==> src/rtl/assert_macros.svh <==
// ----------------------------------------------------------------------------
// Assertion macros
// Shared wrappers for the concurrent checks used across the RTL.
// ----------------------------------------------------------------------------
`ifndef ASSERT_MACROS_SVH
`define ASSERT_MACROS_SVH

// Same-cycle implication, disabled during reset
`define AST_IMPLY(label, clk, rst, ante, cons) \
   label: assert property (@(posedge clk) disable iff (rst) (ante) |-> (cons)) \
      else $error("assertion failed: same-cycle implication");

// Next-cycle implication, disabled during reset
`define AST_NEXT(label, clk, rst, ante, cons) \
   label: assert property (@(posedge clk) disable iff (rst) (ante) |=> (cons)) \
      else $error("assertion failed: next-cycle implication");

`endif

==> src/rtl/apt_pkg.sv <==
// ----------------------------------------------------------------------------
// apt_pkg
// Types and constants shared by the affine point transform modules.
// ----------------------------------------------------------------------------
package apt_pkg;

   localparam int COORD_W  = 32;
   localparam int PROD_W   = 64;
   localparam int SUM_W    = 64;
   localparam int MAT_ROWS = 3;
   localparam int MAT_COLS = 4;
   localparam int IDX_W    = 2;

   // Item kinds
   localparam logic MODE_LOAD  = 1'b0;
   localparam logic MODE_POINT = 1'b1;

   // A load to this row is dropped
   localparam logic [IDX_W-1:0] ROW_IGNORE = 2'd3;

   // Column holding the translation term
   localparam logic [IDX_W-1:0] COL_TRANS = 2'd3;

   typedef logic signed [COORD_W-1:0] coord_type;
   typedef logic [MAT_COLS-1:0][COORD_W-1:0] mat_row_type;

   localparam coord_type COORD_MAX = 32'sh7FFF_FFFF;
   localparam coord_type COORD_MIN = 32'sh8000_0000;

   // Matrix entry write request
   typedef struct packed {
      logic             we;
      logic [IDX_W-1:0] row;
      logic [IDX_W-1:0] col;
      coord_type        value;
   } mat_wr_type;

   // Stage advance enables for the row datapath
   typedef struct packed {
      logic adv1;
      logic adv2;
   } pipe_ctl_type;

endpackage

==> src/rtl/apt_matrix.sv <==
// ----------------------------------------------------------------------------
// apt_matrix
// 3x4 affine matrix store; resets to identity, written one entry per word.
// ----------------------------------------------------------------------------
`include "assert_macros.svh"

module apt_matrix import apt_pkg::*; #(
   parameter int FRAC_BITS = 16
) (
   input  logic        clock,
   input  logic        reset,
   input  mat_wr_type  wr,
   output mat_row_type rows [MAT_ROWS]
);

   localparam coord_type ONE_VAL = COORD_W'(1) << FRAC_BITS;

   mat_row_type mat_ff [MAT_ROWS];

   // Load identity on reset, else take the addressed entry
   always_ff @(posedge clock) begin
      if (reset) begin
         for (int r = 0; r < MAT_ROWS; r++) begin
            for (int c = 0; c < MAT_COLS; c++) begin
               mat_ff[r][c] <= (r == c) ? ONE_VAL : '0;
            end
         end
      end else if (wr.we) begin
         mat_ff[wr.row][wr.col] <= wr.value;
      end
   end

   assign rows = mat_ff;

   `AST_NEXT(a_write_lands, clock, reset, wr.we, mat_ff[$past(wr.row)][$past(wr.col)] == $past(wr.value))
   `AST_IMPLY(a_row_in_range, clock, reset, wr.we, wr.row != ROW_IGNORE)

endmodule

==> config.mk <==
export PLATFORM = sky130hd
export DESIGN_NAME = apt_matrix
export DESIGN_NICKNAME = d
export VERILOG_FILES = /design/src/rtl/apt_pkg.sv /design/src/rtl/apt_matrix.sv
export VERILOG_INCLUDE_DIRS = /design/src /design/src/rtl
export SDC_FILE = /design/constraint.sdc
export NUM_CORES = 1
export LEC_CHECK = 0
export BUFFER_PORTS_ARGS = -buffer_cell sky130_fd_sc_hd__clkbuf_2
export CAP_MARGIN = 20
export CORE_MARGIN = 2
export CORE_UTILIZATION = 56
export CTS_BUF_LIST = sky130_fd_sc_hd__clkbuf_16
export DETAILED_ROUTE_END_ITERATION = 10
export PLACE_DENSITY_LB_ADDON = 0.2
export SETUP_SLACK_MARGIN = 0.02
export SYNTH_ARGS = -nofsm -noshare
export SYNTH_HDL_FRONTEND = slang
export SYNTH_SLANG_ARGS = --single-unit
export TNS_END_PERCENT = 100
==> constraint.sdc <==
create_clock -name clock -period 3 [get_ports clock]
set_clock_uncertainty 0.2 [all_clocks]
set_input_delay 0.3 -clock clock [delete_from_list [all_inputs] [get_ports clock]]
set_output_delay 0.3 -clock clock [all_outputs]
set_load 0.005 [all_outputs]
==> results of run 1 <==
## worst max-delay path, cell delays in order
cell	delay, ns
clkbuf_2	0.11
and3b_2	0.33
nand3_2	0.40
buf_4	0.43
mux2i_1	0.17
## power by group through the flow
stage               sequential (uW)  clock, uW  combinational [uW]
finish                         5200       4790                 541
global route                   5210       5060                 576
CTS                            5200       4850                 545
detailed placement             5310          0                 542
global placement               5310          0                 537
floorplan                      5320          0                 347
## routing by layer
| metal | global-route usage, % | routed length [microns] | up-vias |
|---|---|---|---|
| li1 | - | - | 5069 |
| met1 | 34.5 | 16800 | 5209 |
| met2 | 47.7 | 19500 | 378 |
| met3 | 8.16 | 3130 | 102 |
| met4 | 11.8 | 1850 | 0 |
| met5 | 0 | 0 | - |
## cell usage in the layout (no fill, tap or decap), types with 2 or more instances in the layout
master and instances:
clkbuf_2 421, nand2b_1 413, mux2i_1 384, dfxtp_1 384, clkbuf_16 41, buf_4 13
clkinv_1 10, nand2_2 8, clkinv_2 7, buf_12 7, inv_1 5, nor2_1 4
bufinv_16 4, nand3_2 3, and3b_2 2
## per-stage QoR
step,power [uW],hold WS (ns),util (%),std cells
6_report,10500,0.0352,70.0,2053
5_1_grt,10800,0.0533,70.0,2052
4_1_cts,10600,0.0243,70.0,2052
3_5_place_dp,5860,0.262,65.2,1982
3_3_place_gp,5850,0.258,65.2,1982
2_1_floorplan,5660,0.265,-,1324
## layout make-up
class	count	area (sq um)	area share [%]
Antenna cell	1	2.50	0.0136
Timing Repair Buffer	443	2370	12.9
Tap cell	335	419	2.28
Clock inverter	28	230	1.25
Sequential cell	384	7690	41.9
Multi-Input combinational cell	821	6620	36.1
Clock buffer	41	1030	5.59
## cells in the mapped netlist
library cell	number	area share, %
nand2b_1	413	17
nor2_2	1	0.042
buf_2	27	0.90
clkbuf_1	54	1.3
and3b_2	2	0.13
and2_1	1	0.042
mux2i_1	384	26
and2_4	1	0.058
nand2_4	1	0.075
buf_4	19	0.95
nor3b_4	1	0.12
buf_12	3	0.40
nor2b_4	1	0.092
nor2_1	4	0.10
nand3_2	3	0.20
buf_6	16	1.2
and2b_1	1	0.050
dfxtp_1	384	51
nand2_2	8	0.33
## final timing paths
check,cells past startpoint,endpoint,startpoint,slack [ns]
max,5,rows[97],wr[34],1.39
min,3,rows[260],reset,0.04
max reg2reg,2,rows[144],rows[144],2.11
min reg2reg,2,rows[260],rows[260],0.27
## cells by family after synthesis
| kind of cell | Yosys count | share of synthesized area (%) |
|---|---|---|
| DFF | 384 | 51.2 |
| buffers and inverters | 119 | 4.80 |
| muxes | 384 | 25.6 |
| and+or+nand+nor | 437 | 18.4 |
==> metrics.md, run 1 <==
| Metric | Value |
|---|---|
| Worst Setup Start Kind | primary input |
| Routed wire per std cell | roughly 20 microns |
| Setup crit end kind | register |
| Post_cts resized | 0 |
| Final Worst Setup Slack | 1.39 ns |
| Yosys warns | 0 |
| Layout fillers | between 1500 and 2000 |
| WS Path Type | in -> reg |
| Clk pwr share | 45.5% |
| Max Transition Viols Final | 0 |
| Global route overflow | 0 |
| Number of cell rows | 59 |
| IO buf count | 422 |
| Hpwl dp | 27900 microns |
| Seq/Total Area, Yosys | 51.2% |
| CP Data Arrival Time | between 1.5 and 2 ns |
| CTS H-Tree Depth | 2 |
| Pre-CTS setup slack | 0.863 ns |
| Gate power share | under 10% |
| Setup TNS | 0 ns |
| Cell Area, Placed | 0.0171 sq mm |
| Root buffer cell | clkbuf_16 |
| Synth Instances | 1324 |
| Pwr Density | between 500 and 600 mW/mm^2 |
| Worst Hold Class | in -> reg |
| Num Clock Sinks | 384 |
| Die W | 168 microns |
| Fraction of layout instances using a drive strength above 1 | around 30% |
| IO Pins | 423 |
| Yosys cell types | 19 |
| Worst VDD drop | 417 uV |
| Seq pwr share | 49.4% |
| Initial antenna violation count | 1 |
| Setup bufs post-CTS | 0 |
| Worst relative slew slack | 52.1% |
| Initial Utilization | 57.3% |
| Final period utilization | approximately 54% |
| Final instance area | 0.0183 sq mm |
| DR iter-0 viols | roughly 600 |
| Worst slew pin tran | 0.719 ns |
| Nets@finish | 1728 |
| Final ANT Viol Nets | 0 |
| Detailed Route WL | 41300 microns |
| Largest net degree at the start of global routing | between 100 and 150 |
| Status | completed |
| Remaining routing DRC violations | 0 |
| CTS tree | done |
| CTS Buf Count | 39 |
| Internal | 8210 uW |
| Area growth syn-to-layout | 22.1% |
| Max reg flops | roughly 380 |
| Vias in the first global route | 10600 |
| Post-Syn Area | about 0.015 sq mm |
| Floorplan Core Area | 0.0262 sq mm |
| Crit path time final | between 1.5 and 2 ns |
| Switching share of power | 22.0% |
| Die height | 168 microns |
| Routability congestion estimate | 0.811 |
| Syn_nets | approximately 1400 |
| Syn Area/Cell | 11.3 sq um |
| Critical path peak fanout | 21 |
| Max Clk Rate | 0.622 GHz |
| Final Hold Fails | 0 |
| Iteration count of the initial detailed-routing pass | 4 |
| First-pass GRT wire length | 62400 microns |
| Vias | between 10000 and 15000 |
| Clock transition at path regs | 0.06 ns |
| All-Layer GR Usage | 28.5% |
| Crit path required time | roughly 3.2 ns |
| Cts-stage hold buffer count | 1 |
| RSZ-0062 raised after global routing | no |
| Routed vias/inst | 5.24 |
| Leakage dissipation | 0.00993 uW |
| Seq cells post-synth | between 300 and 400 |
| Switching power | 2310 uW |
| Max Cap Viol | 0 |
| Clock Latency Late Sink | roughly 0.52 ns |
| Final Setup Violations | 0 |
| Die area | 0.0282 sq mm |
| Clock buffer depth | 3 |
Power figures use the tool's default switching activity.
==> run 2, diff against run 1 <==
--- a/config.mk
+++ b/config.mk
@@ -9,7 +9,7 @@
 export BUFFER_PORTS_ARGS = -buffer_cell sky130_fd_sc_hd__clkbuf_2
 export CAP_MARGIN = 20
 export CORE_MARGIN = 2
-export CORE_UTILIZATION = 56
+export CORE_UTILIZATION = 47
 export CTS_BUF_LIST = sky130_fd_sc_hd__clkbuf_16
 export DETAILED_ROUTE_END_ITERATION = 10
 export PLACE_DENSITY_LB_ADDON = 0.2
==> constraint.sdc (replaced) <==
create_clock -name clock -period 1.4 [get_ports clock]
set_clock_uncertainty 0.2 [all_clocks]
set_input_delay 0.14 -clock clock [delete_from_list [all_inputs] [get_ports clock]]
set_output_delay 0.14 -clock clock [all_outputs]
set_load 0.005 [all_outputs]
==> run 2 against run 1 <==
The run now ends with negative hold slack left; critical path depth fell by 4; clock power rose by 110%; clock-buffer cell count did not move; final area rose by 8.3%; wire length rose by 3.4%.
==> metrics.md, run 2 (synthesis gave the netlist of run 1 again) <==
| Metric | Value |
|---|---|
| All-Layer GR Usage | approximately a quarter |
| Worst Setup Start Kind | register |
| Hold EP | rows[299] |
| Layout fillers | about 2600 |
| Initial Utilization | between 40% and 50% |
| Worst Hold Class | in -> reg |
| Most common cell after layout, fill and taps aside | nand2b_1 |
| Setup bufs post-CTS | 0 |
| Fraction of layout instances using a drive strength above 1 | roughly a third |
| Most frequent cells in the layout | 413 x nand2b_1, 407 x clkbuf_2, 384 x mux2i_1 |
| Critical path peak fanout | 2 |
| Delay-heaviest family, CP | flip-flops |
| Iteration count of the initial detailed-routing pass | 4 |
| Vias | 10900 |
| Cell count along the critical path | 1 |
| Die height | 183 microns |
| Die W | 183 microns |
| FF-to-FF End | rows[80] |
| Detailed Route WL | 42600 microns |
| Hold path depth | 4 |
| Final period utilization | 96.6% |
| Setup crit end kind | output port |
| Slowest CP cell | dfxtp_1 |
| Worst relative slew slack | 61.9% |
| Switching share of power | ~22% |
| Die area | 0.0334 sq mm |
| Worst path bufs/invs | 1 |
| Worst hold start | reset |
| Final Hold Fails | 6 |
| Routability congestion estimate | just under 0.8 |
| Clk pwr share | approximately 44% |
| Initial antenna violation count | 1 |
| RR Startpoint | rows[80] |
| Global route overflow | 0 |
| Number of cell rows | 65 |
| Num Clock Sinks | between 300 and 400 |
| Hpwl dp | approximately 30000 microns |
| Root buffer cell | clkbuf_16 |
| Largest net degree at the start of global routing | 66 |
| Clock transition at path regs | 0.06 ns |
| CP peak stage delay | 0.37 ns |
| Final Setup Violations | 0 |
| Worst VDD drop | 678 uV |
| Max Transition Viols Final | 0 |
| CP Data Arrival Time | 1.01 ns |
| Max Clk Rate | 0.739 GHz |
| Leakage dissipation | approximately 0.011 uW |
| CTS Buf Count | 40 |
| R2R cell count | 2 |
| Clock buffer depth | 3 |
| Routed wire per std cell | around 19 microns |
| Remaining routing DRC violations | 0 |
| DR iter-0 viols | around 410 |
| IO Pins | 423 |
| CTS H-Tree Depth | 2 |
| CTS tree | done |
| Routed vias/inst | 4.89 |
| Failing checks | negative hold slack |
| Pwr Density | 1140 mW/mm^2 |
| First-pass GRT wire length | 64500 microns |
| Worst path cell trace | clkbuf_2 |
| Switching power | 5000 uW |
| Nets@finish | 1833 |
| Crit path required time | 1.06 ns |
| Floorplan Core Area | 0.0316 sq mm |
| Max Cap Viol | 0 |
| Seq pwr share | 49.1% |
| Status | finished with violations |
| Internal | roughly 18000 uW |
| Tot Pwr | 22700 uW |
| Area growth syn-to-layout | 32.2% |
| RSZ-0062 raised after global routing | no |
| Fin Hold WS | -0.0102 ns |
| Max reg flops | roughly 380 |
| Crit path time final | between 1 and 1.5 ns |
| WS Path Type | reg -> out |
| IO buf count | 422 |
| R2R setup slack | roughly 0.53 ns |
| Final ANT Viol Nets | 0 |
| Vias in the first global route | 11100 |
| Clock Latency Late Sink | ~0.51 ns |
| Worst slew pin tran | 0.571 ns |
| Gate power share | 6.7% |
-- run 2: cell count changes in the layout (fill, tap and decap cells not counted), sizes merged --
cell	delta
bufinv	-1
dlygate4sd3	+31
clkinv	-2
buf	+86
inv	+1
clkinvlp	+1
clkbuf	-13
-- run 2: power groups by stage --
stage	combinational [uW]	sequential (uW)	clock [uW]
6_report	1520	11100	10000
5_1_grt	1620	11200	10700
4_1_cts	1530	11100	10200
3_5_place_dp	1450	11400	0
3_3_place_gp	1450	11400	0
2_1_floorplan	743	11400	0
-- run 2: area by class of cell --
class	count	area [sq um]	area share, %
multi-input combinational	821	6620	33.3
clock buffer	41	1030	5.16
tap	402	503	2.53
clock inverter	27	193	0.970
sequential	384	7700	38.7
timing repair buffer	547	3830	19.3
antenna	1	2.50	0.0126
-- run 2: worst max path at each step --
stage                   start         to  slack (ns)
finish              rows[368]  rows[368]        0.05
global route        rows[235]  rows[235]        0.02
floorplan              wr[34]  rows[272]        0.03
CTS                 rows[256]  rows[256]        0.02
global placement       wr[34]  rows[268]       -0.05
detailed placement     wr[34]  rows[269]       -0.09
-- run 2: repair_timing --
action | in CTS | in global routing
pin swaps | 0 | 0
gates resized for setup | 3 | 22
hold buffers | 32 | 1
hold endpoints to repair | 366 | 1
endpoints found under the setup margin | 3 | 57
-- run 2: through the flow --
stage               util (%)  cells  worst slack (ns)  TNS [ns]  instance area (sq um)
global placement        58.0   2122           -0.0529     -2.83                  18300
finish                  63.0   2223            0.0476         0                  19900
global route            63.0   2223            0.0202         0                  19900
detailed placement      58.0   2122           -0.0919     -5.53                  18300
floorplan                  -   1324            0.0264         0                  15000
CTS                     62.9   2222            0.0239         0                  19800
-- run 2: metal layers --
layer | share of wire [%] | up-vias | GRT usage, %
met5 | 0 | - | 0
li1 | - | 5269 | -
met3 | 6.9 | 88 | 6.83
met1 | 42 | 5188 | 29.5
met4 | 3.7 | 0 | 9.15
met2 | 48 | 325 | 42.8
==> run 3, diff against run 2 <==
--- a/config.mk
+++ b/config.mk
@@ -13,7 +13,7 @@
 export CTS_BUF_LIST = sky130_fd_sc_hd__clkbuf_16
 export DETAILED_ROUTE_END_ITERATION = 10
 export PLACE_DENSITY_LB_ADDON = 0.2
-export SETUP_SLACK_MARGIN = 0.02
+export SETUP_SLACK_MARGIN = 0.2
 export SYNTH_ARGS = -nofsm -noshare
 export SYNTH_HDL_FRONTEND = slang
 export SYNTH_SLANG_ARGS = --single-unit
==> run 3 against run 2 <==
The flow now finishes without violations; via count up 9.8%; non-clock buffer count up 190; highest routed layer unchanged; wire length up 11%; final area up 18%; power up 5.4%.
==> metrics.md, run 3 (synthesis gave the netlist of run 1 again) <==
| Metric | Value |
|---|---|
| Most common cell after layout, fill and taps aside | nand2b_1 |
| Final ANT Viol Nets | 0 |
| Iteration count of the initial detailed-routing pass | 4 |
| Worst slew pin tran | ~0.36 ns |
| Clock Latency Late Sink | 0.52 ns |
| Floorplan Core Area | 0.0316 sq mm |
| Clock transition at path regs | about 0.060 ns |
| Die area | 0.0334 sq mm |
| Crit path required time | 1.06 ns |
| Nets@finish | 2025 |
| Worst path bufs/invs | 1 |
| CP Data Arrival Time | 1.00 ns |
| Die height | approximately 180 microns |
| FF-to-FF End | rows[363] |
| Global route overflow | 0 |
| Worst hold start | reset |
| Final Setup Violations | 0 |
| Leakage dissipation | 0.0124 uW |
| Final period utilization | ~95% |
| Met3 wire length | 3230 microns |
| Routed length on met1 | 19100 microns |
| Root buffer cell | clkbuf_16 |
| Area growth syn-to-layout | 55.9% |
| Max Clk Rate | around 0.75 GHz |
| Worst relative slew slack | between 70% and 80% |
| Hold EP | rows[272] |
| Clock buffer depth | 3 |
| Hpwl dp | 30800 microns |
| Slowest CP cell | dfxtp_2 |
| Hold path depth | 4 |
| IO buf count | 422 |
| Fraction of layout instances using a drive strength above 1 | 57.8% |
| RSZ-0062 raised after global routing | yes |
| CTS tree | done |
| Number of cell rows | between 60 and 70 |
| WS Path Type | reg -> out |
| Final Hold Fails | 0 |
| Worst Setup Start Kind | register |
| Max reg flops | 384 |
| Layout fillers | about 2100 |
| Crit path time final | 1.34 ns |
| Detailed Route WL | between 40000 and 50000 microns |
| Initial Utilization | 47.6% |
| Vias | 11900 |
| Max Cap Viol | 0 |
| Delay-heaviest family, CP | flip-flops |
| Met2 Wirelength | 23200 microns |
| Worst path cell trace | buf_6 |
| CTS Buf Count | 42 |
| First-pass GRT wire length | 69000 microns |
| Status | completed |
| Setup crit end kind | output port |
| Worst VDD drop | slightly below 1000 uV |
| R2R setup slack | 0.37 ns |
| IO Pins | 423 |
| CTS H-Tree Depth | 2 |
| Fin Hold WS | 0.00680 ns |
| Initial antenna violation count | 1 |
| Pwr Density | 1020 mW/mm^2 |
| Most frequent cells in the layout | 413 x nand2b_1, 384 x mux2i_1, 384 x dfxtp_2 |
| Num Clock Sinks | around 380 |
| Remaining routing DRC violations | 0 |
| All-Layer GR Usage | 26.4% |
| Routed vias/inst | between 4 and 5 |
| CP peak stage delay | 0.36 ns |
| Critical path peak fanout | 2 |
| DR iter-0 viols | 477 |
| Worst Hold Class | in -> reg |
| Vias in the first global route | about 12000 |
| Post-layout util | approximately 74% |
| Routed wire per std cell | roughly 20 microns |
| Largest net degree at the start of global routing | 55 |
| Max Transition Viols Final | 0 |
| RR Startpoint | rows[363] |
| R2R cell count | 4 |
| Top Metal Used | met4 |
| Routability congestion estimate | between 0.7 and 0.8 |
| Die W | 183 microns |
run 3: changes by cell type in the layout (fill, tap and decap cells not counted), moves of 6 or more:
cell | previous run | this run
dfxtp_1 | 377 | 0
dfxtp_2 | 7 | 384
clkbuf_2 | 407 | 210
buf_6 | 2 | 190
buf_4 | 41 | 223
buf_8 | 0 | 21
buf_2 | 10 | 0
nand2_2 | 8 | 2
nand2_4 | 1 | 7
run 3: worst max path at each step:
| stage | startpoint | to | slack [ns] | depth (start not counted) |
|---|---|---|---|---|
| floorplan | wr[34] | rows[272] | 0.03 | 5 |
| global placement | wr[34] | rows[96] | -0.08 | 5 |
| detailed placement | wr[36] | rows[271] | -0.12 | 6 |
| CTS | rows[96] | rows[96] | 0.03 | 1 |
| global route | rows[231] | rows[231] | 0.03 | 1 |
| finish | rows[96] | rows[96] | 0.06 | 1 |
run 3: through the flow:
step	setup slack (ns)	instances	instance area (sq um)	TNS, ns	power, uW
floorplan	0.0280	1324	15200	0	12200
global placement	-0.0803	2139	18500	-4.31	12900
detailed placement	-0.122	2139	18500	-11.45	12900
CTS	0.0320	2330	21500	0	23900
global route	0.0327	2421	23400	0	24600
finish	0.0649	2421	23400	0	23900
run 3: power breakdown:
group          total (uW)  internal, uW  switching (uW)  leakage [uW]
Combinational        1770           985             789       0.00839
Clock               10900          6520            4430      0.000703
Sequential          11200         11100            97.5       0.00329
Total               23900         18600            5320        0.0124
run 3: timing repair:
action | in CTS | in global routing
buffers inserted | 82 | 90
resized for setup | 405 | 381
endpoints found under the setup margin | 384 | 385
hold endpoints to repair | 379 | 0
hold buffers | 33 | 0
gates cloned | 0 | 0
run 3: tightest hold or removal path: stages:
cell      delay [ns]
clkbuf_8        0.19
buf_12          0.19
nor2_1          0.09
mux2i_1         0.07
run 3: metal layers:
| layer | vias to the layer above | GRT usage [%] |
|---|---|---|
| met1 | 5792 | 31.2 |
| met2 | 389 | 45.8 |
| met5 | - | 0 |
| met4 | 0 | 9.98 |
| met3 | 99 | 7.33 |
| li1 | 5659 | - |
run 3: final cells by class:
class | instances | area [sq um] | share of cell area, %
antenna | 1 | 2.50 | 0.0107
sequential | 384 | 8170 | 34.9
clock inverter | 31 | 243 | 1.04
clock buffer | 45 | 1130 | 4.81
tap | 402 | 503 | 2.15
multi-input combinational | 821 | 6670 | 28.5
timing repair buffer | 737 | 6710 | 28.6
